==> src/design/assert_macros.svh <==
// ----------------------------------------------------------------------------
// assert_macros.svh
// Concurrent assertion shorthands, clocked on a rising edge and held off
// while the asynchronous active-low reset is asserted.
// ----------------------------------------------------------------------------
`ifndef ASSERT_MACROS_SVH
`define ASSERT_MACROS_SVH

`ifndef SYNTHESIS

// Same-cycle implication
`define AST_IMPLY(lbl, clk, rst_n, ante, cons) \
    lbl: assert property (@(posedge clk) disable iff (!rst_n) (ante) |-> (cons)) \
        else $error("same-cycle implication failed");

// Next-cycle implication
`define AST_NEXT(lbl, clk, rst_n, ante, cons) \
    lbl: assert property (@(posedge clk) disable iff (!rst_n) (ante) |=> (cons)) \
        else $error("next-cycle implication failed");

`else

`define AST_IMPLY(lbl, clk, rst_n, ante, cons)
`define AST_NEXT(lbl, clk, rst_n, ante, cons)

`endif

`endif

==> src/design/efl_pkg.sv <==
// ----------------------------------------------------------------------------
// efl_pkg
// Shared types and constants of the error flag LED cycler.
// ----------------------------------------------------------------------------
`default_nettype none

package efl_pkg;

    // Width of the displayed code (fault number plus one, 0..32)
    localparam int CODE_W = 6;

    // Width of the tick counter and the display delay
    localparam int TICK_W = 32;

    // Display delay after reset
    localparam logic [TICK_W-1:0] DISPLAY_TICKS_RESET = 32'd1500;

    // Machine phases, encoded as reported on fsm_phase
    typedef enum logic [1:0] {
        PH_IDLE    = 2'd0,
        PH_DISPLAY = 2'd1,
        PH_WAIT    = 2'd2
    } phase_t;

    // One result as produced by an evaluation step
    typedef struct packed {
        phase_t              phase;
        logic [CODE_W-1:0]   code;
    } result_t;

endpackage

`default_nettype wire

==> src/design/error_flag_led_cycler.sv <==
// ----------------------------------------------------------------------------
// error_flag_led_cycler
// Shows active fault numbers one after another on four LEDs, one request
// per evaluation step.
//
//   channel  dir  handshake         payload
//   s_*      in   tvalid / tready   error_flags, now_tick
//   m_*      out  tvalid / tready   led_pattern, shown_code, fsm_phase
//   cfg_*    in   valid / ready     display_ticks
//
// One request per cycle sustained while the m side takes every result; a
// request passes the input register, then the result register, and m_tvalid
// rises when it reaches the result register. The search and the tick compare
// settle between those two registers.
// Reset puts the machine in idle with LEDs off and display_ticks at 1500.
// A stalled m side holds its result; the input register still takes one
// more request before s_tready drops.
// ----------------------------------------------------------------------------
`default_nettype none

`include "assert_macros.svh"

module error_flag_led_cycler #(
    parameter int FLAG_COUNT = 32
) (
    input  wire logic        clk,
    input  wire logic        rst_n,
    input  wire logic        s_tvalid,
    output logic             s_tready,
    input  wire logic [63:0] s_tdata,   // [31:0] error_flags, [63:32] now_tick
    output logic             m_tvalid,
    input  wire logic        m_tready,
    output logic [15:0]      m_tdata,   // [3:0] led_pattern, [9:4] shown_code,
                                        // [11:10] fsm_phase, [15:12] zero
    input  wire logic        cfg_valid,
    output logic             cfg_ready,
    input  wire logic [31:0] cfg_data   // display_ticks
);

    logic                           in_valid_reg;
    logic [FLAG_COUNT-1:0]          flags_reg;
    logic [efl_pkg::TICK_W-1:0]     now_reg;
    logic                           out_valid_reg;
    efl_pkg::result_t               result_reg;
    efl_pkg::result_t               result_next;
    logic [efl_pkg::TICK_W-1:0]     ticks_reg;
    logic                           advance;

    // Move a request into the result register when it is free or draining
    assign advance  = in_valid_reg && (!out_valid_reg || m_tready);
    assign s_tready = !in_valid_reg || advance;

    // Input register
    always_ff @(posedge clk or negedge rst_n)
    begin
        if (!rst_n)
        begin
            in_valid_reg <= 1'b0;
        end
        else if (s_tready)
        begin
            in_valid_reg <= s_tvalid;
        end
    end

    always_ff @(posedge clk)
    begin
        if (s_tready && s_tvalid)
        begin
            flags_reg <= s_tdata[FLAG_COUNT-1:0];
            now_reg   <= s_tdata[63:32];
        end
    end

    // Display delay register
    assign cfg_ready = 1'b1;

    always_ff @(posedge clk or negedge rst_n)
    begin
        if (!rst_n)
        begin
            ticks_reg <= efl_pkg::DISPLAY_TICKS_RESET;
        end
        else if (cfg_valid)
        begin
            ticks_reg <= cfg_data;
        end
    end

    // Evaluation step
    efl_core #(
        .FLAG_COUNT (FLAG_COUNT)
    ) u_core (
        .clk           (clk),
        .rst_n         (rst_n),
        .step_en       (advance),
        .flags         (flags_reg),
        .now_tick      (now_reg),
        .display_ticks (ticks_reg),
        .result_next   (result_next)
    );

    // Result register
    always_ff @(posedge clk or negedge rst_n)
    begin
        if (!rst_n)
        begin
            out_valid_reg <= 1'b0;
        end
        else if (advance)
        begin
            out_valid_reg <= 1'b1;
        end
        else if (m_tready)
        begin
            out_valid_reg <= 1'b0;
        end
    end

    always_ff @(posedge clk)
    begin
        if (advance)
        begin
            result_reg <= result_next;
        end
    end

    assign m_tvalid = out_valid_reg;
    assign m_tdata  = {4'b0000, result_reg.phase, result_reg.code, result_reg.code[3:0]};

    // LEDs are dark outside the display phase
    `AST_IMPLY(a_dark_outside_display, clk, rst_n,
               out_valid_reg && (result_reg.phase != efl_pkg::PH_DISPLAY),
               result_reg.code == '0)

    // A displayed code names a real fault
    `AST_IMPLY(a_code_in_range, clk, rst_n,
               out_valid_reg && (result_reg.phase == efl_pkg::PH_DISPLAY),
               (result_reg.code != '0)
               && (result_reg.code <= efl_pkg::CODE_W'(FLAG_COUNT)))

    // A committed step always shows up as a result
    `AST_NEXT(a_step_presents, clk, rst_n, advance, out_valid_reg)

endmodule

`default_nettype wire

==> src/design/efl_search.sv <==
// ----------------------------------------------------------------------------
// efl_search
// Rotated priority encoder: finds the first set flag at or above the base
// index, wrapping round to the lowest set flag when none lies above it.
// ----------------------------------------------------------------------------
`default_nettype none

module efl_search #(
    parameter int FLAG_COUNT = 32
) (
    input  wire logic [FLAG_COUNT-1:0]                             flags,
    input  wire logic [((FLAG_COUNT > 1) ? $clog2(FLAG_COUNT) : 1)-1:0] base,
    output logic      [((FLAG_COUNT > 1) ? $clog2(FLAG_COUNT) : 1)-1:0] found_idx
);

    localparam int IDX_W = (FLAG_COUNT > 1) ? $clog2(FLAG_COUNT) : 1;

    logic [FLAG_COUNT-1:0] upper_mask;
    logic [FLAG_COUNT-1:0] upper_flags;
    logic [FLAG_COUNT-1:0] pick_flags;
    logic [FLAG_COUNT-1:0] lowest_onehot;

    // Keep only flags at or above the base index
    always_comb
    begin
        for (int i = 0; i < FLAG_COUNT; i++)
        begin
            upper_mask[i] = (IDX_W'(i) >= base);
        end
    end

    assign upper_flags = flags & upper_mask;

    // Fall back to the whole word when nothing lies above the base
    assign pick_flags = (|upper_flags) ? upper_flags : flags;

    // Isolate the lowest set bit
    assign lowest_onehot = pick_flags & (~pick_flags + FLAG_COUNT'(1));

    // Encode the one-hot position
    always_comb
    begin
        found_idx = '0;
        for (int i = 0; i < FLAG_COUNT; i++)
        begin
            if (lowest_onehot[i])
            begin
                found_idx = found_idx | IDX_W'(i);
            end
        end
    end

endmodule

`default_nettype wire

==> src/design/efl_core.sv <==
// ----------------------------------------------------------------------------
// efl_core
// Phase machine, search index, timer start and lit code of the cycler.
// Computes one evaluation step and commits it when the step is enabled.
// ----------------------------------------------------------------------------
`default_nettype none

module efl_core #(
    parameter int FLAG_COUNT = 32
) (
    input  wire logic                          clk,
    input  wire logic                          rst_n,
    input  wire logic                          step_en,
    input  wire logic [FLAG_COUNT-1:0]         flags,
    input  wire logic [efl_pkg::TICK_W-1:0]    now_tick,
    input  wire logic [efl_pkg::TICK_W-1:0]    display_ticks,
    output efl_pkg::result_t                   result_next
);

    localparam int IDX_W = (FLAG_COUNT > 1) ? $clog2(FLAG_COUNT) : 1;
    localparam logic [IDX_W-1:0] IDX_LAST = IDX_W'(FLAG_COUNT - 1);

    efl_pkg::phase_t                phase_reg;
    efl_pkg::phase_t                phase_next;
    logic [IDX_W-1:0]               index_reg;
    logic [IDX_W-1:0]               index_next;
    logic [efl_pkg::TICK_W-1:0]     start_reg;
    logic [efl_pkg::TICK_W-1:0]     start_next;
    logic [efl_pkg::CODE_W-1:0]     led_reg;
    logic [efl_pkg::CODE_W-1:0]     led_next;

    logic [IDX_W-1:0]               found_idx;
    logic [efl_pkg::TICK_W-1:0]     elapsed;
    logic                           timed_out;
    logic                           any_flag;

    // Find the next active fault from the current index
    efl_search #(
        .FLAG_COUNT (FLAG_COUNT)
    ) u_search (
        .flags     (flags),
        .base      (index_reg),
        .found_idx (found_idx)
    );

    // Wrapping tick difference against the delay
    assign elapsed   = now_tick - start_reg;
    assign timed_out = (elapsed >= display_ticks);
    assign any_flag  = |flags;

    // Next state of the phase machine
    always_comb
    begin
        phase_next = phase_reg;
        index_next = index_reg;
        start_next = start_reg;
        led_next   = led_reg;
        unique case (phase_reg)
            efl_pkg::PH_DISPLAY:
            begin
                if (timed_out)
                begin
                    led_next   = '0;
                    start_next = now_tick;
                    index_next = (index_reg == IDX_LAST) ? '0 : index_reg + IDX_W'(1);
                    phase_next = efl_pkg::PH_WAIT;
                end
                else if (!any_flag)
                begin
                    led_next   = '0;
                    index_next = '0;
                    phase_next = efl_pkg::PH_IDLE;
                end
            end
            efl_pkg::PH_WAIT:
            begin
                if (any_flag)
                begin
                    led_next   = efl_pkg::CODE_W'(found_idx) + efl_pkg::CODE_W'(1);
                    index_next = found_idx;
                    start_next = now_tick;
                    phase_next = efl_pkg::PH_DISPLAY;
                end
                else
                begin
                    led_next   = '0;
                    index_next = '0;
                    phase_next = efl_pkg::PH_IDLE;
                end
            end
            default:
            begin
                phase_next = efl_pkg::PH_IDLE;
                if (any_flag)
                begin
                    led_next   = efl_pkg::CODE_W'(found_idx) + efl_pkg::CODE_W'(1);
                    index_next = found_idx;
                    start_next = now_tick;
                    phase_next = efl_pkg::PH_DISPLAY;
                end
            end
        endcase
    end

    // Commit the step
    always_ff @(posedge clk or negedge rst_n)
    begin
        if (!rst_n)
        begin
            phase_reg <= efl_pkg::PH_IDLE;
            index_reg <= '0;
            start_reg <= '0;
            led_reg   <= '0;
        end
        else if (step_en)
        begin
            phase_reg <= phase_next;
            index_reg <= index_next;
            start_reg <= start_next;
            led_reg   <= led_next;
        end
    end

    assign result_next.phase = phase_next;
    assign result_next.code  = led_next;

endmodule

`default_nettype wire

==> config.mk <==
export PLATFORM = sky130hd
export DESIGN_NAME = error_flag_led_cycler
export DESIGN_NICKNAME = d
export VERILOG_FILES = /design/src/design/efl_pkg.sv /design/src/design/error_flag_led_cycler.sv /design/src/design/efl_search.sv /design/src/design/efl_core.sv
export VERILOG_INCLUDE_DIRS = /design/src /design/src/design
export SDC_FILE = /design/constraint.sdc
export NUM_CORES = 1
export LEC_CHECK = 0
export BUFFER_PORTS_ARGS = -buffer_cell sky130_fd_sc_hd__buf_2
export CORE_MARGIN = 8
export CORE_UTILIZATION = 44
export CTS_CLUSTER_DIAMETER = 200
export CTS_CLUSTER_SIZE = 20
export DETAILED_ROUTE_END_ITERATION = 10
export GPL_ROUTABILITY_DRIVEN = 0
export GPL_TIMING_DRIVEN = 0
export PLACE_DENSITY = 0.7
export SETUP_SLACK_MARGIN = 0.2
export SYNTH_ARGS = -nofsm -noshare
export SYNTH_HDL_FRONTEND = slang
export SYNTH_HIERARCHICAL = 1
export SYNTH_SLANG_ARGS = --single-unit
==> constraint.sdc <==
create_clock -name clk -period 6.25 [get_ports clk]
set_clock_uncertainty 0.15 [all_clocks]
set_input_delay 0.9375 -clock clk [delete_from_list [all_inputs] [get_ports clk]]
set_output_delay 0.9375 -clock clk [all_outputs]
set_load 0.1 [all_outputs]
==> results.py <==
metrics = {
    "worst_setup_path": {
        "crit_chain": "inv_1 -> ha_1 -> inv_1 -> fa_1 -> a211oi_1 -> o21ai_0 -> a2111oi_2 -> o21ai_1 -> nand2_1 -> o31a_2 -> nor4b_1 -> a311o_1 -> ha_1 -> nand4_1 -> nor3_1 -> o2111ai_1 -> nor2_1 -> a21oi_4 -> a21oi_2 -> buf_6 -> mux2_4",
        "worst-path-max-fanout": 10,
        "worstSetupEndpointType": "flop",
        "worst_ep_arrival_time_ns": 5.86,
        "path_class": "reg -> reg",
        "cp_startpoint_kind": "flop",
        "required_arrival_time_at_the_worst_endpoint_ns": 6.40,
        "crit_slowest_cell": "sky130_fd_sc_hd__a2111oi_2",
        "worst_path_largest_cell_delay_ns": 0.58,
    },
    "floorplanning": {
        "die_w_um": 168,
        "floorplan.initialDensity_pct": 44.7,
        "core_outline_area_um2": 22600,
        "die_height_um": 168,
        "design.portCount": 120,
        "rows": 55,
        "dieArea_um2": 28100,
    },
    "cts": {
        "cts-buffers-inserted": 17,
        "total_clock_sinks": 151,
        "cts_tree": "built",
        "clock_tree.buffer_depth": 2,
        "worst_path_clk_slew_ns": 0.07,
        "clock_tree.root_cell": "sky130_fd_sc_hd__clkbuf_16",
        "cts.repair_timing.setup_buffer_count": 0,
        "clock_insertion_delay_at_the_later_pin_of_the_skew_report_ns": 0.43,
        "cts_max_level": 4,
    },
    "sta": {
        "fin_tns_setup_ns": 0,
        "maxSlewHeadroom_pct": 30.8,
        "finalHoldViolations": 0,
        "tightestPinTransition_ns": 1.03,
        "rsz0062_at_grt": "false",
        "final_period_minus_worst_setup_slack_ns": 5.71,
        "post-route-period-util_pct": 91.4,
        "timing.fmax_mhz": 175,
        "timing_max_transition_violations_final": 0,
        "finalSetupViolations": 0,
    },
    "final_layout": {
        "final_net_count": 1285,
        "post_layout_nonfiller_instances": 1413,
        "final_layout_size_suffix_gt1_share_pct": 24.4,
        "n_antenna_cell": 0,
        "finish.utilization_pct": 51.5,
        "design_area_um2": 11700,
        "flow.area_growth_from_synthesis_pct": 15.2,
    },
    "yosys": {
        "synth_area_um2": 10100,
        "synthesis.instances": 978,
        "synth_seq_cells": 151,
        "synth_seq_area_share_pct": 41.0,
        "synth_edf_count": 72,
        "yosys_warnings": 6,
        "synth_async_sr_flop_share_pct": 52.3,
        "ys_types": 87,
        "dominantRegCellSynth": "sky130_fd_sc_hd__edfxtp_1",
        "post_synth.cell_area_avg_um2": 10.4,
    },
    "route": {
        "final_antenna_net_count": 0,
        "dr.first_iter.drc_count": 536,
        "first_drt_pass_iteration_count": 9,
        "drt-total-wl_mm": 25.8,
        "routedWlPerCell_um": 18.3,
        "vias_per_cell": 5.88,
        "route.vias.total": 8308,
        "route.detailed.drc": 0,
    },
    "placement": {
        "port_buffers": 113,
        "dp.cells": 1381,
        "post-dp-hpwl_mm": 19.4,
        "placed_cell_area_um2": 11100,
    },
    "worst_hold_path": {
        "timing.hold.worst.class": "in -> async",
    },
    "global_routing": {
        "global_route_wire_length_before_repair_mm": 41.5,
        "antenna_violations_before_repair": 0,
        "grt_start_max_net_pins": 45,
        "globalRoute.totalOverflow": 0,
        "groute.usage.overall_pct": 18.2,
        "first_global_vias": 8375,
    },
    "pwr": {
        "leakagePower_uw": 0.00520,
        "p_total_uw": 5330,
        "max-vdd-ir-drop_uv": 210,
        "power.density_cell_area_nw_per_um2": 457,
    },
    "run": {
        "max_cap_violations": 0,
    },
    "run_status": {
        "status": "finished, final reports clean",
    },
}
==> routing by layer <==
layer | track usage, % | vias up | share of wire (%)
met2 | 29.7 | 393 | 46
li1 | - | 3923 | -
met1 | 22.3 | 3898 | 43
met4 | 8.70 | 0 | 3.9
met3 | 4.26 | 94 | 7.4
met5 | 0 | - | 0
==> report_power, final <==
group | leakage (uW) | internal, uW | switching, uW | total, uW
registers | 0.00162 | 1270 | 138 | 1410
clock network | 0.000269 | 519 | 446 | 964
logic | 0.00330 | 1240 | 1720 | 2960
total | 0.00520 | 3030 | 2300 | 5330
==> Yosys cell counts, drive strengths merged, types with 5 or more instances <==
master / number / area [um2]
inv: 83 / 312
a21oi: 74 / 385
dfrtp: 72 / 1800
edfxtp: 72 / 2160
ha: 68 / 851
mux2: 65 / 957
o21ai: 59 / 295
nor2: 54 / 203
nand2: 50 / 188
buf: 33 / 270
a21o: 25 / 188
nand3: 25 / 130
xnor2: 19 / 166
nand4: 16 / 100
nor4: 16 / 115
nand2b: 15 / 93.8
nor3: 14 / 70.1
a211oi: 12 / 95.1
a21boi: 11 / 82.6
o211ai: 11 / 82.6
o21a: 11 / 82.6
nor2b: 10 / 62.6
a31oi: 9 / 56.3
clkbuf: 8 / 30.0
xor2: 8 / 70.1
a22o: 7 / 61.3
a32oi: 7 / 61.3
and3: 7 / 43.8
dfstp: 7 / 184
o22ai: 7 / 43.8
or2: 7 / 43.8
or3: 7 / 43.8
nor3b: 6 / 45.0
o21bai: 6 / 48.8
a221oi: 5 / 43.8
and2: 5 / 31.3
==> repair_timing <==
item	4_1_cts	5_1_grt
gates resized for setup	0	1
hold buffers	0	0
endpoints found under the setup margin	0	2
==> area by class of cell <==
type,count,area (um2)
buffer,41,300
clock buffer,18,429
clock inverter,14,114
fill,2042,11000
inverter,83,312
multi-input combinational,706,5390
sequential,151,4150
tap,285,357
timing repair buffer,115,616
==> through the flow <==
step                setup WS, ns  hold slack [ns]
global route               0.258            0.350
floorplan                   1.51            0.299
finish                     0.537            0.326
CTS                        0.536            0.334
global placement           0.578            0.305
detailed placement         0.565            0.329
==> worst max-delay path, delay by kind of cell (launching register included) <==
family	cells	cell delay, ns
flip-flops	1	0.39
AO/OA/AOI/OAI	9	2.56
AND/OR/NAND/NOR	5	0.88
multiplexers	1	0.31
buffers and inverters	3	0.40
adder cells (fa/ha/maj)	3	0.87
==> logic make-up after synthesis <==
family / after synthesis / synth area share (%)
adders and majority gates: 70 / 8.70
and+or+nand+nor: 246 / 12.7
muxes: 68 / 9.87
other: 2 / 0.0742
xor gates and xnor gates: 27 / 2.34
buffers and inverters: 124 / 6.04
DFF: 151 / 41.0
AOI/OAI and AO/OA: 290 / 19.3
==> cells in the final DEF, fill, tap and decap left out, types with 13 or more instances in the layout <==
cell type / synthesis / routed
sky130_fd_sc_hd__o21ai_0: 50 / 50
sky130_fd_sc_hd__a21o_1: 25 / 25
sky130_fd_sc_hd__nand3_1: 24 / 24
sky130_fd_sc_hd__clkbuf_16: 0 / 17
sky130_fd_sc_hd__inv_1: 82 / 82
sky130_fd_sc_hd__nor2_1: 54 / 54
sky130_fd_sc_hd__dfrtp_1: 72 / 72
sky130_fd_sc_hd__a21oi_1: 72 / 72
sky130_fd_sc_hd__nand2b_1: 15 / 15
sky130_fd_sc_hd__nand2_1: 50 / 50
sky130_fd_sc_hd__nor3_1: 14 / 14
sky130_fd_sc_hd__buf_2: 12 / 124
sky130_fd_sc_hd__mux2_4: 60 / 60
sky130_fd_sc_hd__edfxtp_1: 72 / 72
sky130_fd_sc_hd__nor4_1: 15 / 15
sky130_fd_sc_hd__nand4_1: 16 / 16
sky130_fd_sc_hd__ha_1: 68 / 68
sky130_fd_sc_hd__xnor2_1: 19 / 19
sky130_fd_sc_hd__buf_4: 12 / 13
==> worst paths after layout <==
path                               from                   end  slack [ns]  cells after the start
setup / recovery             now_reg[0]  u_core/start_reg[16]        0.54                     21
hold / removal                    rst_n  u_core/start_reg[27]        0.33                      1
setup reg to reg             now_reg[0]  u_core/start_reg[16]        0.54                     21
hold reg to reg            in_valid_reg              m_tvalid        0.34                      1
max in group asynchronous         rst_n         ticks_reg[10]        4.96                      2
min in group clk           in_valid_reg              m_tvalid        0.34                      1
(Power assumes the default switching activity.)
